`config.mk`:
```
export PLATFORM = sky130hd
export DESIGN_NAME = netbios_name_response_parser_flat
export DESIGN_NICKNAME = d
export VERILOG_FILES = /design/src/rtl/nbns_pkg.sv /design/src/rtl/nbns_if.sv /design/src/rtl/nbns_parse.sv /design/src/rtl/nbns_rqueue.sv /design/src/rtl/netbios_name_response_parser.sv /design/src/flat_wrapper.sv
export VERILOG_INCLUDE_DIRS = /design/src /design/src/rtl
export SDC_FILE = /design/constraint.sdc
export NUM_CORES = 1
export LEC_CHECK = 0
export ABC_AREA = 0
export BUFFER_PORTS_ARGS = -buffer_cell sky130_fd_sc_hd__buf_2
export CAP_MARGIN = 20
export CELL_PAD_IN_SITES_DETAIL_PLACEMENT = 0
export CELL_PAD_IN_SITES_GLOBAL_PLACEMENT = 1
export CORE_UTILIZATION = 40
export CTS_CLUSTER_DIAMETER = 150
export DETAILED_ROUTE_END_ITERATION = 12
export PLACE_DENSITY = 0.73
export SLEW_MARGIN = 0
export SYNTH_ARGS = -nofsm -noshare
export SYNTH_HDL_FRONTEND = slang
export SYNTH_SLANG_ARGS = --single-unit
```
`constraint.sdc`:
```
create_clock -name i_clk -period 7.3 [get_ports i_clk]
set_input_delay 1.46 -clock i_clk [delete_from_list [all_inputs] [get_ports i_clk]]
set_output_delay 1.46 -clock i_clk [all_outputs]
set_load 0.005 [all_outputs]
```
`src/rtl/netbios_name_response_parser_assert.svh`:
```
// Assertion macros for the name response parser.
// NBNS_ASSERT is masked while reset is held; NBNS_ASSERT_ALWAYS is checked at every edge.
`ifndef NETBIOS_NAME_RESPONSE_PARSER_ASSERT_SVH
`define NETBIOS_NAME_RESPONSE_PARSER_ASSERT_SVH
`ifndef SYNTHESIS
`define NBNS_ASSERT(lbl, clk, rst_n, prop, msg) \
    lbl: assert property (@(posedge clk) disable iff (!rst_n) prop) else $error(msg);
`define NBNS_ASSERT_ALWAYS(lbl, clk, prop, msg) \
    lbl: assert property (@(posedge clk) prop) else $error(msg);
`else
`define NBNS_ASSERT(lbl, clk, rst_n, prop, msg)
`define NBNS_ASSERT_ALWAYS(lbl, clk, prop, msg)
`endif
`endif

```
`src/rtl/nbns_pkg.sv`:
```
package nbns_pkg;

    // Parse position within the response packet
    typedef enum logic [3:0] {
        PH_ID,
        PH_FLAGS,
        PH_QD,
        PH_AN,
        PH_NSAR,
        PH_LEN,
        PH_LABEL,
        PH_TC,
        PH_TTL,
        PH_RDLEN,
        PH_REC,
        PH_DRAIN
    } t_phase;

    // Result kinds
    localparam logic [1:0] KIND_CHAR = 2'd0;
    localparam logic [1:0] KIND_REC  = 2'd1;
    localparam logic [1:0] KIND_STAT = 2'd2;

    // Status codes
    localparam logic [2:0] ST_OK       = 3'd0;
    localparam logic [2:0] ST_ID_MISM  = 3'd1;
    localparam logic [2:0] ST_NOT_RESP = 3'd2;
    localparam logic [2:0] ST_ANCOUNT  = 3'd3;
    localparam logic [2:0] ST_TYPE_CLS = 3'd4;
    localparam logic [2:0] ST_TRUNC    = 3'd5;

    // Protocol constants
    localparam logic [31:0] TYPE_CLASS_NB_IN = 32'h0020_0001;
    localparam logic [15:0] ANCOUNT_ONE      = 16'h0001;
    localparam logic [7:0]  ALPHA_BASE       = 8'h41;
    localparam logic [15:0] ADDR_ENTRY_BYTES = 16'd6;
    localparam int          NB_FLAGS_LSB     = 13;

    // Result queue geometry
    localparam int RQ_DEPTH = 4;
    localparam int RQ_AW    = $clog2(RQ_DEPTH);
    localparam int RQ_CW    = $clog2(RQ_DEPTH + 1);

    typedef struct packed {
        logic [1:0]  kind;
        logic [7:0]  name_char;
        logic [31:0] ip_address;
        logic [2:0]  nb_flags;
        logic [13:0] addr_index;
        logic [31:0] ttl;
        logic [15:0] txn_id;
        logic [2:0]  status;
        logic        last;
    } t_result;

    // Up to two results produced by one packet byte
    typedef struct packed {
        logic [1:0] cnt;
        t_result    res0;
        t_result    res1;
    } t_push;

    typedef struct packed {
        logic             room;
        logic [RQ_CW-1:0] count;
    } t_rq_stat;

    // Bytes in each fixed-size header field
    function automatic logic [2:0] field_need(input t_phase ph);
        logic [2:0] need;
        case (ph)
            PH_NSAR, PH_TC, PH_TTL: need = 3'd4;
            default:                need = 3'd2;
        endcase
        return need;
    endfunction

endpackage

```
`src/rtl/nbns_if.sv`:
```
// Packet byte channel
interface nbns_in_if;
    logic       valid;
    logic       ready;
    logic [7:0] in_byte;
    logic       last_byte;

    modport source (output valid, in_byte, last_byte, input ready);
    modport sink (input valid, in_byte, last_byte, output ready);
endinterface

// Result channel
interface nbns_out_if;
    logic        valid;
    logic        ready;
    logic [1:0]  kind;
    logic [7:0]  name_char;
    logic [31:0] ip_address;
    logic [2:0]  nb_flags;
    logic [13:0] addr_index;
    logic [31:0] ttl;
    logic [15:0] txn_id;
    logic [2:0]  status;
    logic        last;

    modport source (output valid, kind, name_char, ip_address, nb_flags, addr_index,
                    ttl, txn_id, status, last, input ready);
    modport sink (input valid, kind, name_char, ip_address, nb_flags, addr_index,
                  ttl, txn_id, status, last, output ready);
endinterface

// Configuration write channel
interface nbns_cfg_if;
    logic        valid;
    logic        ready;
    logic [15:0] expected_txn_id;

    modport source (output valid, expected_txn_id, input ready);
    modport sink (input valid, expected_txn_id, output ready);
endinterface

```
`src/rtl/nbns_parse.sv`:
```
module nbns_parse
    import nbns_pkg::*;
#(
    parameter int ENC_NAME_LEN = 32
) (
    input  logic        i_clk,
    input  logic        i_rst_n,
    nbns_in_if.sink     i_in,
    input  logic [15:0] i_exp_txn_id,
    input  t_rq_stat    i_rq_stat,
    output t_push       o_push
);

    localparam int NPW = $clog2(ENC_NAME_LEN + 2);

    logic           r_vld;
    logic [7:0]     r_byte;
    logic           r_last;

    t_phase         r_phase, n_phase;
    logic [2:0]     r_cnt, n_cnt;
    logic [31:0]    r_shift, n_shift;
    logic [7:0]     r_rem, n_rem;
    logic           r_first, n_first;
    logic [7:0]     r_hi, n_hi;
    logic [15:0]    r_dll, n_dll;
    logic [2:0]     r_flags, n_flags;
    logic [13:0]    r_count, n_count;
    logic [31:0]    r_ttl, n_ttl;
    logic [15:0]    r_txn, n_txn;
    logic [NPW-1:0] r_pos, n_pos;

    logic           advance;
    logic [31:0]    shift_nx;
    logic [2:0]     cnt_nx;
    logic [7:0]     hi_d, lo_d;
    logic           p_vld, f_vld;
    t_result        p_res;
    logic [2:0]     f_st;
    t_result        f_res;

    // Take a byte when the stage is empty or moves on this cycle
    assign advance    = r_vld && i_rq_stat.room;
    assign i_in.ready = !r_vld || i_rq_stat.room;

    assign shift_nx = {r_shift[23:0], r_byte};
    assign cnt_nx   = r_cnt + 3'd1;
    assign hi_d     = r_hi - ALPHA_BASE;
    assign lo_d     = r_byte - ALPHA_BASE;

    // Field update for the held byte
    always_comb begin
        n_phase = r_phase;
        n_cnt   = r_cnt;
        n_shift = r_shift;
        n_rem   = r_rem;
        n_first = r_first;
        n_hi    = r_hi;
        n_dll   = r_dll;
        n_flags = r_flags;
        n_count = r_count;
        n_ttl   = r_ttl;
        n_txn   = r_txn;
        n_pos   = r_pos;
        p_vld   = 1'b0;
        p_res   = '0;
        f_vld   = 1'b0;
        f_st    = ST_OK;
        case (r_phase)
            PH_ID, PH_FLAGS, PH_QD, PH_AN, PH_NSAR, PH_TC, PH_TTL, PH_RDLEN: begin
                n_shift = shift_nx;
                n_cnt   = cnt_nx;
                if (cnt_nx >= field_need(r_phase)) begin
                    n_shift = '0;
                    n_cnt   = '0;
                    case (r_phase)
                        PH_ID: begin
                            n_txn = shift_nx[15:0];
                            if (shift_nx[15:0] != i_exp_txn_id) begin
                                f_vld = 1'b1;
                                f_st  = ST_ID_MISM;
                            end else begin
                                n_phase = PH_FLAGS;
                            end
                        end
                        PH_FLAGS: begin
                            if (!shift_nx[15]) begin
                                f_vld = 1'b1;
                                f_st  = ST_NOT_RESP;
                            end else begin
                                n_phase = PH_QD;
                            end
                        end
                        PH_QD: n_phase = PH_AN;
                        PH_AN: begin
                            if (shift_nx[15:0] != ANCOUNT_ONE) begin
                                f_vld = 1'b1;
                                f_st  = ST_ANCOUNT;
                            end else begin
                                n_phase = PH_NSAR;
                            end
                        end
                        PH_NSAR: n_phase = PH_LEN;
                        PH_TC: begin
                            if (shift_nx != TYPE_CLASS_NB_IN) begin
                                f_vld = 1'b1;
                                f_st  = ST_TYPE_CLS;
                            end else begin
                                n_phase = PH_TTL;
                            end
                        end
                        PH_TTL: begin
                            n_ttl   = shift_nx;
                            n_phase = PH_RDLEN;
                        end
                        default: begin
                            n_dll = shift_nx[15:0];
                            if (shift_nx[15:0] < ADDR_ENTRY_BYTES) begin
                                f_vld = 1'b1;
                                f_st  = ST_OK;
                            end else begin
                                n_phase = PH_REC;
                            end
                        end
                    endcase
                end
            end
            PH_LEN: begin
                if (r_byte == 8'd0) begin
                    n_first = 1'b0;
                    n_phase = PH_TC;
                end else begin
                    n_rem   = r_byte;
                    n_pos   = '0;
                    n_phase = PH_LABEL;
                end
            end
            PH_LABEL: begin
                // Decode byte pairs of the first label only
                if (r_first) begin
                    n_pos = r_pos + NPW'(1);
                    if (!r_pos[0]) begin
                        if (r_pos >= NPW'(ENC_NAME_LEN) || r_byte == 8'd0) begin
                            n_first = 1'b0;
                        end else begin
                            n_hi = r_byte;
                        end
                    end else if (r_byte == 8'd0) begin
                        n_first = 1'b0;
                    end else begin
                        p_vld           = 1'b1;
                        p_res.kind      = KIND_CHAR;
                        p_res.name_char = {hi_d[3:0], 4'h0} | lo_d;
                    end
                end
                n_rem = r_rem - 8'd1;
                if (r_rem == 8'd1) begin
                    n_first = 1'b0;
                    n_phase = PH_LEN;
                end
            end
            PH_REC: begin
                n_shift = shift_nx;
                n_cnt   = cnt_nx;
                if (cnt_nx == 3'd2) begin
                    n_flags = shift_nx[NB_FLAGS_LSB +: 3];
                    n_shift = '0;
                end else if (cnt_nx >= 3'd6) begin
                    p_vld            = 1'b1;
                    p_res.kind       = KIND_REC;
                    p_res.ip_address = shift_nx;
                    p_res.nb_flags   = r_flags;
                    p_res.addr_index = r_count;
                    n_count          = r_count + 14'd1;
                    n_shift          = '0;
                    n_cnt            = '0;
                    n_dll            = r_dll - ADDR_ENTRY_BYTES;
                    if (n_dll < ADDR_ENTRY_BYTES) begin
                        f_vld = 1'b1;
                        f_st  = ST_OK;
                    end
                end
            end
            default: n_phase = PH_DRAIN;
        endcase
        if (f_vld) begin
            n_phase = PH_DRAIN;
        end
        // Flag a packet that ends before its status
        if (r_last && !f_vld && n_phase != PH_DRAIN) begin
            f_vld = 1'b1;
            f_st  = ST_TRUNC;
        end
        p_res.txn_id = n_txn;
    end

    // Build the status result
    always_comb begin
        f_res            = '0;
        f_res.kind       = KIND_STAT;
        f_res.addr_index = n_count;
        f_res.ttl        = n_ttl;
        f_res.txn_id     = n_txn;
        f_res.status     = f_st;
        f_res.last       = 1'b1;
    end

    // Pack results into push slots
    always_comb begin
        o_push      = '0;
        o_push.res0 = p_vld ? p_res : f_res;
        o_push.res1 = f_res;
        if (advance) begin
            o_push.cnt = {1'b0, p_vld} + {1'b0, f_vld};
        end
    end

    // Hold the input byte
    always_ff @(posedge i_clk) begin
        if (!i_rst_n) begin
            r_vld <= 1'b0;
        end else if (i_in.ready) begin
            r_vld <= i_in.valid;
        end
    end

    always_ff @(posedge i_clk) begin
        if (i_in.ready && i_in.valid) begin
            r_byte <= i_in.in_byte;
            r_last <= i_in.last_byte;
        end
    end

    // Advance parse state; restart after the final byte
    always_ff @(posedge i_clk) begin
        if (!i_rst_n || (advance && r_last)) begin
            r_phase <= PH_ID;
            r_cnt   <= '0;
            r_shift <= '0;
            r_rem   <= '0;
            r_first <= 1'b1;
            r_hi    <= '0;
            r_dll   <= '0;
            r_flags <= '0;
            r_count <= '0;
            r_ttl   <= '0;
            r_txn   <= '0;
            r_pos   <= '0;
        end else if (advance) begin
            r_phase <= n_phase;
            r_cnt   <= n_cnt;
            r_shift <= n_shift;
            r_rem   <= n_rem;
            r_first <= n_first;
            r_hi    <= n_hi;
            r_dll   <= n_dll;
            r_flags <= n_flags;
            r_count <= n_count;
            r_ttl   <= n_ttl;
            r_txn   <= n_txn;
            r_pos   <= n_pos;
        end
    end

endmodule

```
`src/rtl/nbns_rqueue.sv`:
```
module nbns_rqueue
    import nbns_pkg::*;
(
    input  logic      i_clk,
    input  logic      i_rst_n,
    input  t_push     i_push,
    output t_rq_stat  o_stat,
    nbns_out_if.source o_out
);

    t_result          r_mem [RQ_DEPTH];
    logic [RQ_AW-1:0] r_wp, n_wp;
    logic [RQ_AW-1:0] r_rp, n_rp;
    logic [RQ_CW-1:0] r_count, n_count;
    logic             pop;
    t_result          head;

    assign pop  = o_out.valid && o_out.ready;
    assign head = r_mem[r_rp];

    // Drive the result channel from the head entry
    assign o_out.valid      = (r_count != '0);
    assign o_out.kind       = head.kind;
    assign o_out.name_char  = head.name_char;
    assign o_out.ip_address = head.ip_address;
    assign o_out.nb_flags   = head.nb_flags;
    assign o_out.addr_index = head.addr_index;
    assign o_out.ttl        = head.ttl;
    assign o_out.txn_id     = head.txn_id;
    assign o_out.status     = head.status;
    assign o_out.last       = head.last;

    assign o_stat.count = r_count;
    assign o_stat.room  = (r_count <= RQ_CW'(RQ_DEPTH - 2));

    // Pointer and occupancy update
    always_comb begin
        n_wp    = r_wp + RQ_AW'(i_push.cnt);
        n_rp    = r_rp + RQ_AW'(pop);
        n_count = r_count + RQ_CW'(i_push.cnt) - RQ_CW'(pop);
    end

    always_ff @(posedge i_clk) begin
        if (!i_rst_n) begin
            r_wp    <= '0;
            r_rp    <= '0;
            r_count <= '0;
        end else begin
            r_wp    <= n_wp;
            r_rp    <= n_rp;
            r_count <= n_count;
        end
    end

    // Write one or two entries
    always_ff @(posedge i_clk) begin
        if (i_push.cnt != 2'd0) begin
            r_mem[r_wp] <= i_push.res0;
        end
        if (i_push.cnt == 2'd2) begin
            r_mem[r_wp + RQ_AW'(1)] <= i_push.res1;
        end
    end

endmodule

```
`src/rtl/netbios_name_response_parser.sv`:
```
// Name query response parser. Packet bytes enter on i_in, one per cycle, with
// last_byte on the final byte; results leave on o_out: a decoded character for each
// byte pair of the first name label, a record for each six-byte address entry, and
// a final status (last = 1) that carries the TTL, the record count and the outcome.
// A byte is taken every cycle while the four-entry result queue has two free
// entries; a byte yields at most two results, which drain one per cycle, so
// input stalls only when the sink takes fewer results than the packet produces.
// A byte's first result passes through the input register and then the queue.
// The expected transaction id must be written through i_cfg between packets; the block does not enforce this.
`include "netbios_name_response_parser_assert.svh"

module netbios_name_response_parser
    import nbns_pkg::*;
#(
    parameter int ENC_NAME_LEN = 32
) (
    input  logic       i_clk,
    input  logic       i_rst_n,
    nbns_cfg_if.sink   i_cfg,
    nbns_in_if.sink    i_in,
    nbns_out_if.source o_out
);

    logic [15:0] r_exp_txn_id;
    t_push       push;
    t_rq_stat    rq_stat;

    // Configuration register
    assign i_cfg.ready = 1'b1;

    always_ff @(posedge i_clk) begin
        if (!i_rst_n) begin
            r_exp_txn_id <= '0;
        end else if (i_cfg.valid) begin
            r_exp_txn_id <= i_cfg.expected_txn_id;
        end
    end

    nbns_parse #(
        .ENC_NAME_LEN(ENC_NAME_LEN)
    ) u_parse (
        .i_clk       (i_clk),
        .i_rst_n     (i_rst_n),
        .i_in        (i_in),
        .i_exp_txn_id(r_exp_txn_id),
        .i_rq_stat   (rq_stat),
        .o_push      (push)
    );

    nbns_rqueue u_rqueue (
        .i_clk  (i_clk),
        .i_rst_n(i_rst_n),
        .i_push (push),
        .o_stat (rq_stat),
        .o_out  (o_out)
    );

    `NBNS_ASSERT(a_rq_no_overflow, i_clk, i_rst_n, rq_stat.count <= RQ_CW'(RQ_DEPTH), "result queue overflow")
    `NBNS_ASSERT(a_second_is_status, i_clk, i_rst_n, push.cnt == 2'd2 |-> push.res1.kind == KIND_STAT && push.res1.last, "second result of a byte is not a status")
    `NBNS_ASSERT(a_last_is_status, i_clk, i_rst_n, o_out.valid && o_out.last |-> o_out.kind == KIND_STAT, "last flag on a non-status result")
    `NBNS_ASSERT_ALWAYS(a_empty_after_reset, i_clk, !$past(i_rst_n) |-> rq_stat.count == '0 && !o_out.valid, "result queue not empty after reset")

endmodule
```
`src/flat_wrapper.sv`:
```
// flat-port wrapper written by rule: the top's interface ports become plain ports
module netbios_name_response_parser_flat import nbns_pkg::*;
#(
    parameter int ENC_NAME_LEN = 32
)
  (i_clk, i_rst_n, i_cfg_valid, i_cfg_expected_txn_id, i_cfg_ready, i_in_valid, i_in_in_byte, i_in_last_byte, i_in_ready, o_out_valid, o_out_kind, o_out_name_char, o_out_ip_address, o_out_nb_flags, o_out_addr_index, o_out_ttl, o_out_txn_id, o_out_status, o_out_last, o_out_ready);
  nbns_cfg_if i_cfg_i ();
  nbns_in_if i_in_i ();
  nbns_out_if o_out_i ();
  input  logic i_clk;
  input  logic i_rst_n;
  input wire logic [$bits(i_cfg_i.valid)-1:0] i_cfg_valid;
  input wire logic [$bits(i_cfg_i.expected_txn_id)-1:0] i_cfg_expected_txn_id;
  output wire logic [$bits(i_cfg_i.ready)-1:0] i_cfg_ready;
  input wire logic [$bits(i_in_i.valid)-1:0] i_in_valid;
  input wire logic [$bits(i_in_i.in_byte)-1:0] i_in_in_byte;
  input wire logic [$bits(i_in_i.last_byte)-1:0] i_in_last_byte;
  output wire logic [$bits(i_in_i.ready)-1:0] i_in_ready;
  output wire logic [$bits(o_out_i.valid)-1:0] o_out_valid;
  output wire logic [$bits(o_out_i.kind)-1:0] o_out_kind;
  output wire logic [$bits(o_out_i.name_char)-1:0] o_out_name_char;
  output wire logic [$bits(o_out_i.ip_address)-1:0] o_out_ip_address;
  output wire logic [$bits(o_out_i.nb_flags)-1:0] o_out_nb_flags;
  output wire logic [$bits(o_out_i.addr_index)-1:0] o_out_addr_index;
  output wire logic [$bits(o_out_i.ttl)-1:0] o_out_ttl;
  output wire logic [$bits(o_out_i.txn_id)-1:0] o_out_txn_id;
  output wire logic [$bits(o_out_i.status)-1:0] o_out_status;
  output wire logic [$bits(o_out_i.last)-1:0] o_out_last;
  input wire logic [$bits(o_out_i.ready)-1:0] o_out_ready;
  assign i_cfg_i.valid = i_cfg_valid;
  assign i_cfg_i.expected_txn_id = i_cfg_expected_txn_id;
  assign i_cfg_ready = i_cfg_i.ready;
  assign i_in_i.valid = i_in_valid;
  assign i_in_i.in_byte = i_in_in_byte;
  assign i_in_i.last_byte = i_in_last_byte;
  assign i_in_ready = i_in_i.ready;
  assign o_out_valid = o_out_i.valid;
  assign o_out_kind = o_out_i.kind;
  assign o_out_name_char = o_out_i.name_char;
  assign o_out_ip_address = o_out_i.ip_address;
  assign o_out_nb_flags = o_out_i.nb_flags;
  assign o_out_addr_index = o_out_i.addr_index;
  assign o_out_ttl = o_out_i.ttl;
  assign o_out_txn_id = o_out_i.txn_id;
  assign o_out_status = o_out_i.status;
  assign o_out_last = o_out_i.last;
  assign o_out_i.ready = o_out_ready;
  netbios_name_response_parser #(.ENC_NAME_LEN(ENC_NAME_LEN)) u_core (.i_clk(i_clk), .i_rst_n(i_rst_n), .i_cfg(i_cfg_i), .i_in(i_in_i), .o_out(o_out_i));
endmodule
```
==> impl_summary.md <==
STA
The final worst-path cycle share is about 82%. For this run, the top clock speed supported by timing is around 0.17 GHz. Setup violations remaining at the end of the flow were counted as 0. Headroom to the max-slew limit came out at 31.0%. The count of final hold-check violations is 0.

Setup repair after global routing left no endpoint under its margin. The worst-case hold slack is around 0.44 ns. The setup TNS after final layout is 0 ns. The smallest clock period supported by the final layout is computed as between 5 and 6 ns. The worst clock skew is 0.0326 ns. The max-slew violation count is 0. The slew at the pin closest to its max-slew limit is 1.03 ns.

Global routing
The first global-routing pass estimated 117 mm of wire. The number of antenna violations at the first check in global routing is 3. The residual overflow from global routing is 0. The via count of the first global-routing pass came to about 19k.

Global routing used between 20% and 30% of the available tracks. Entering global routing, the biggest net connects 84 pins.

Finish
0 antenna diodes ended up in the layout. The post-layout instance area is approximately 30000 um^2. The net count reported at finish is around 2.6k. Cells with a size suffix above 1 make up roughly 17% of the layout. The area growth from synthesis to layout is 13.8%.

Yosys
Counting every net in the synthesized netlist gives 2552. The number of enable-type register cells in the synthesized netlist is roughly 270. The share of the synthesized area in the top cell type is 30.3%. The post-synthesis cell area is around 27000 um^2.

By area the synthesized netlist is led by edfxtp_1 30%, dfxtp_1 25%, mux4_2 9.3%. The biggest area contributor in the post-synthesis netlist is edfxtp_1. The synthesized design contains approximately 600 register bits. Counting flops with an async set or reset pin after synthesis yields a share of 0%. A synthesized cell averages 10.7 um^2. The flip-flop cell with the highest count after synthesis is dfxtp_1. The count of different cell masters after synthesis is 70. The share of the Yosys chip area taken by registers is between 50% and 60%. After technology mapping, the gate count stands at 2500.

Yosys printed 0 warnings.

Floorplan
Once the floorplan was initialized, standard cells occupied approximately two fifths of the core. The count of boundary I/O pins is 144. The full die area is between 60000 and 70000 um^2. The row count is 94. The die height is 260 um. The horizontal die dimension is 260 um. The area of the core is 65900 um^2.

CTS
The maximum clock path buffer count is 3. Counting every sink on the clock net gives 603. After clock tree synthesis, the clock-pin slew on the worst setup and hold paths is 0.06 ns. After clock tree synthesis, the repair step resized 0 gates. Post-CTS timing repair inserted 0 buffers for setup. TritonCTS built the clock tree. The maximum level of the CTS H-tree is 2.

The clock tree root buffer cell is clkbuf_16. The later pin in the worst-skew pair is clocked with a latency of roughly 0.64 ns. The number of buffers inserted by hold repair at cts is 0. TritonCTS created 61 clock buffers.

Power
For this design the static power due to leakage is 10.6 nW. Cell internal power was estimated by the tool at just over 6 mW. The total net switching power is approximately 2.2 mW. The power density relative to cell area is 271 nW/um^2. Across the VDD grid, the largest voltage drop is 0.000223 V. Net switching is a little over a quarter of the power. The clock network burns 39.2% of the power. Of the total power, registers draw between 40% and 50%.

The share of total power dissipated in combinational logic is 15.5%.

Placed design
The HPWL after detailed placement is around 47 mm. At the end of routability-driven placement, the weighted congestion stood at approximately 0.85. In this run the tool buffered the top-level ports with between 100 and 150 buffer cells. Once placement finished, the instance area stood at ~28000 um^2.

Routing
The total via count in the routed design is 19.7k. In the detailed route, the total length drawn on met3 is 4.51 mm. The detailed-route vias per instance is between 5 and 6. Once detail routing completed, the nets flagged for antenna violations numbered 0. The DRC violation total after the first TritonRoute iteration is approximately 1.6k. The iteration count of the initial detailed-routing pass is 7.

The number of remaining DRC errors is 0. The top routing layer in use is met5. The met1 wire length is 33.1 mm.

The routed design uses 36.8 mm of met2 wire. The total wire length is approximately 77 mm. The routed wirelength normalized by instance count is 22.0 um.

Job
The number of max-capacitance violations reported is 0.

Critical path
The capturing instance or port of the critical path is u_core.u_rqueue.r_mem[1][46]. The required time reported for the critical path endpoint is 7.60 ns. The endpoint type of the worst setup path is a register. The setup slack of the worst register-to-register path is 1.32 ns. In this run the critical register-to-register path is captured at u_core.u_rqueue.r_mem[1][46]. The worst register-to-register path has a depth of 16. Tracing the worst setup path back leads to its startpoint at u_core.u_parse.r_byte[1]. In this run the critical register-to-register path is launched from u_core.u_parse.r_byte[1]. The worst path arrival time is around 6.3 ns. Along the worst path, the maximum fanout reaches 39. The type of the worst setup path is register to register. The kind of start point of the critical path is a register.

Run status
The flow ran to the end, and the final reports show no timing, DRC or antenna violations.

Min path
The classification of the worst-slack hold path is register to register.
-- worst min-delay path by stage --
stage | start | end | slack, ns | cells past startpoint
after CTS | u_core.u_rqueue.r_mem[0][0] | u_core.u_rqueue.r_mem[0][0] | 0.45 | 2
after floorplan | u_core.u_rqueue.r_mem[3][0] | u_core.u_rqueue.r_mem[3][0] | 0.42 | 2
after detailed placement | u_core.u_rqueue.r_mem[0][0] | u_core.u_rqueue.r_mem[0][0] | 0.44 | 2
after global routing | u_core.u_rqueue.r_mem[3][0] | u_core.u_rqueue.r_mem[3][0] | 0.46 | 2
final | u_core.u_rqueue.r_mem[0][109] | u_core.u_rqueue.r_mem[0][109] | 0.44 | 2
after global placement | u_core.u_rqueue.r_mem[2][0] | u_core.u_rqueue.r_mem[2][0] | 0.43 | 2
-- power by group through the flow --
stage	registers, mW	logic, mW	clock network (mW)
floorplan	3.70	0.895	0
global placement	3.80	1.29	0
detailed placement	3.80	1.30	0
CTS	3.73	1.30	3.28
global route	3.74	1.38	3.40
finish	3.72	1.28	3.23
-- worst max-delay path, cell delays in order (launching register included) --
cell      delay, ns
edfxtp_1       0.55
inv_1          0.33
ha_1           0.20
or3b_2         0.43
nor4_1         0.45
a21oi_1        0.23
a41oi_1        0.27
a31o_2         0.28
nand2_4        0.08
or2_2          0.30
ha_1           0.40
nor2_1         0.09
nand3b_1       0.22
nor2_1         0.70
nor2_1         0.19
inv_2          0.55
buf_12         0.33
-- cell type report --
| type | instances | area [um^2] |
|---|---|---|
| clock buffers | 92 | 1780 |
| clock inverters | 22 | 285 |
| fillers | 6086 | 35500 |
| inverters | 28 | 105 |
| multi-input cells | 1662 | 11100 |
| flip-flops and latches | 603 | 14800 |
| well taps | 864 | 1080 |
| repair buffers | 204 | 1240 |
-- cell usage after synthesis (7+ instances only) --
master    instances
nor2_1          340
dfxtp_1         334
edfxtp_1        269
o21ai_0         248
nand2_1         240
nand3_1         177
clkbuf_1        154
mux4_2          110
a21oi_1          92
mux2i_1          85
a22oi_1          35
buf_1            33
o31ai_1          32
xor2_1           29
inv_1            28
nor3_1           24
nor2b_1          22
ha_1             21
a22o_1           20
xnor2_1          19
and2_1           17
buf_2            17
nor4_1           16
o22ai_1          13
a211oi_1         12
nand4_1          11
a31oi_1          10
nand2b_1          7
or4_1             7
-- cell families (layout without fill, tap and decap cells) --
logic type,count (synthesis),in the layout,synth area share (%)
simple gates,905,905,15.2
other cells,1,1,0.0141
fa+ha+maj,22,22,1.06
xor+xnor,48,48,1.58
buf+inv,235,346,3.44
mux,195,195,12.5
compound gates,491,491,10.8
flops,603,603,55.4
-- registers in the layout, indices dropped and copies added, names as in the netlist --
name / flops
u_core.u_parse.r_pos: 6
u_core.u_parse.r_last: 1
u_core.u_rqueue.r_mem: 440
u_core.u_parse.r_byte: 8
u_core.u_parse.r_count: 14
u_core.u_parse.r_txn: 16
u_core.u_parse.r_phase: 4
u_core.u_parse.r_dll: 15
u_core.u_parse.r_shift: 24
u_core.u_parse.r_flags: 3
u_core.u_rqueue.r_count: 3
u_core.u_rqueue.r_rp: 2
u_core.u_rqueue.r_wp: 2
u_core.u_parse.r_hi: 4
u_core.u_parse.r_vld: 1
u_core.u_parse.r_cnt: 3
u_core.r_exp_txn_id: 16
u_core.u_parse.r_first: 1
u_core.u_parse.r_ttl: 32
u_core.u_parse.r_rem: 8
-- routing by layer --
layer | GRT usage [%] | vias to the layer above
met5 | 0 | -
met4 | 6.82 | 2
met3 | 3.19 | 118
met2 | 37.6 | 646
met1 | 30.3 | 9748
li1 | - | 9171
-- through the flow --
stage	power [mW]	setup slack, ns	cells	util [%]
2_1_floorplan	4.59	1.35	2500	-
3_3_place_gp	5.09	1.54	3360	42.9
3_5_place_dp	5.09	1.39	3361	43.0
4_1_cts	8.30	1.34	3475	46.1
5_1_grt	8.52	0.857	3475	46.1
6_report	8.22	1.32	3475	46.1
-- cell usage in the layout (no fill, tap or decap), types with 7 or more instances in the layout --
cell type  count
a211oi_1      12
a21oi_1       92
a22o_1        20
a22oi_1       35
and2_1        17
buf_2        143
buf_4         56
clkbuf_1      20
clkbuf_16     63
clkbuf_8       9
clkinv_2       7
dfxtp_1      332
edfxtp_1     269
ha_1          21
inv_1         24
mux2i_1       85
mux4_2       110
nand2_1      235
nand2b_1       7
nand3_1      174
nand4_1       11
nor2_1       339
nor2b_1       22
nor3_1        23
nor4_1        16
o21ai_0      247
o22ai_1       13
o31ai_1       32
or4_1          7
xnor2_1       19
xor2_1        29
Power figures use the tool's default switching activity.
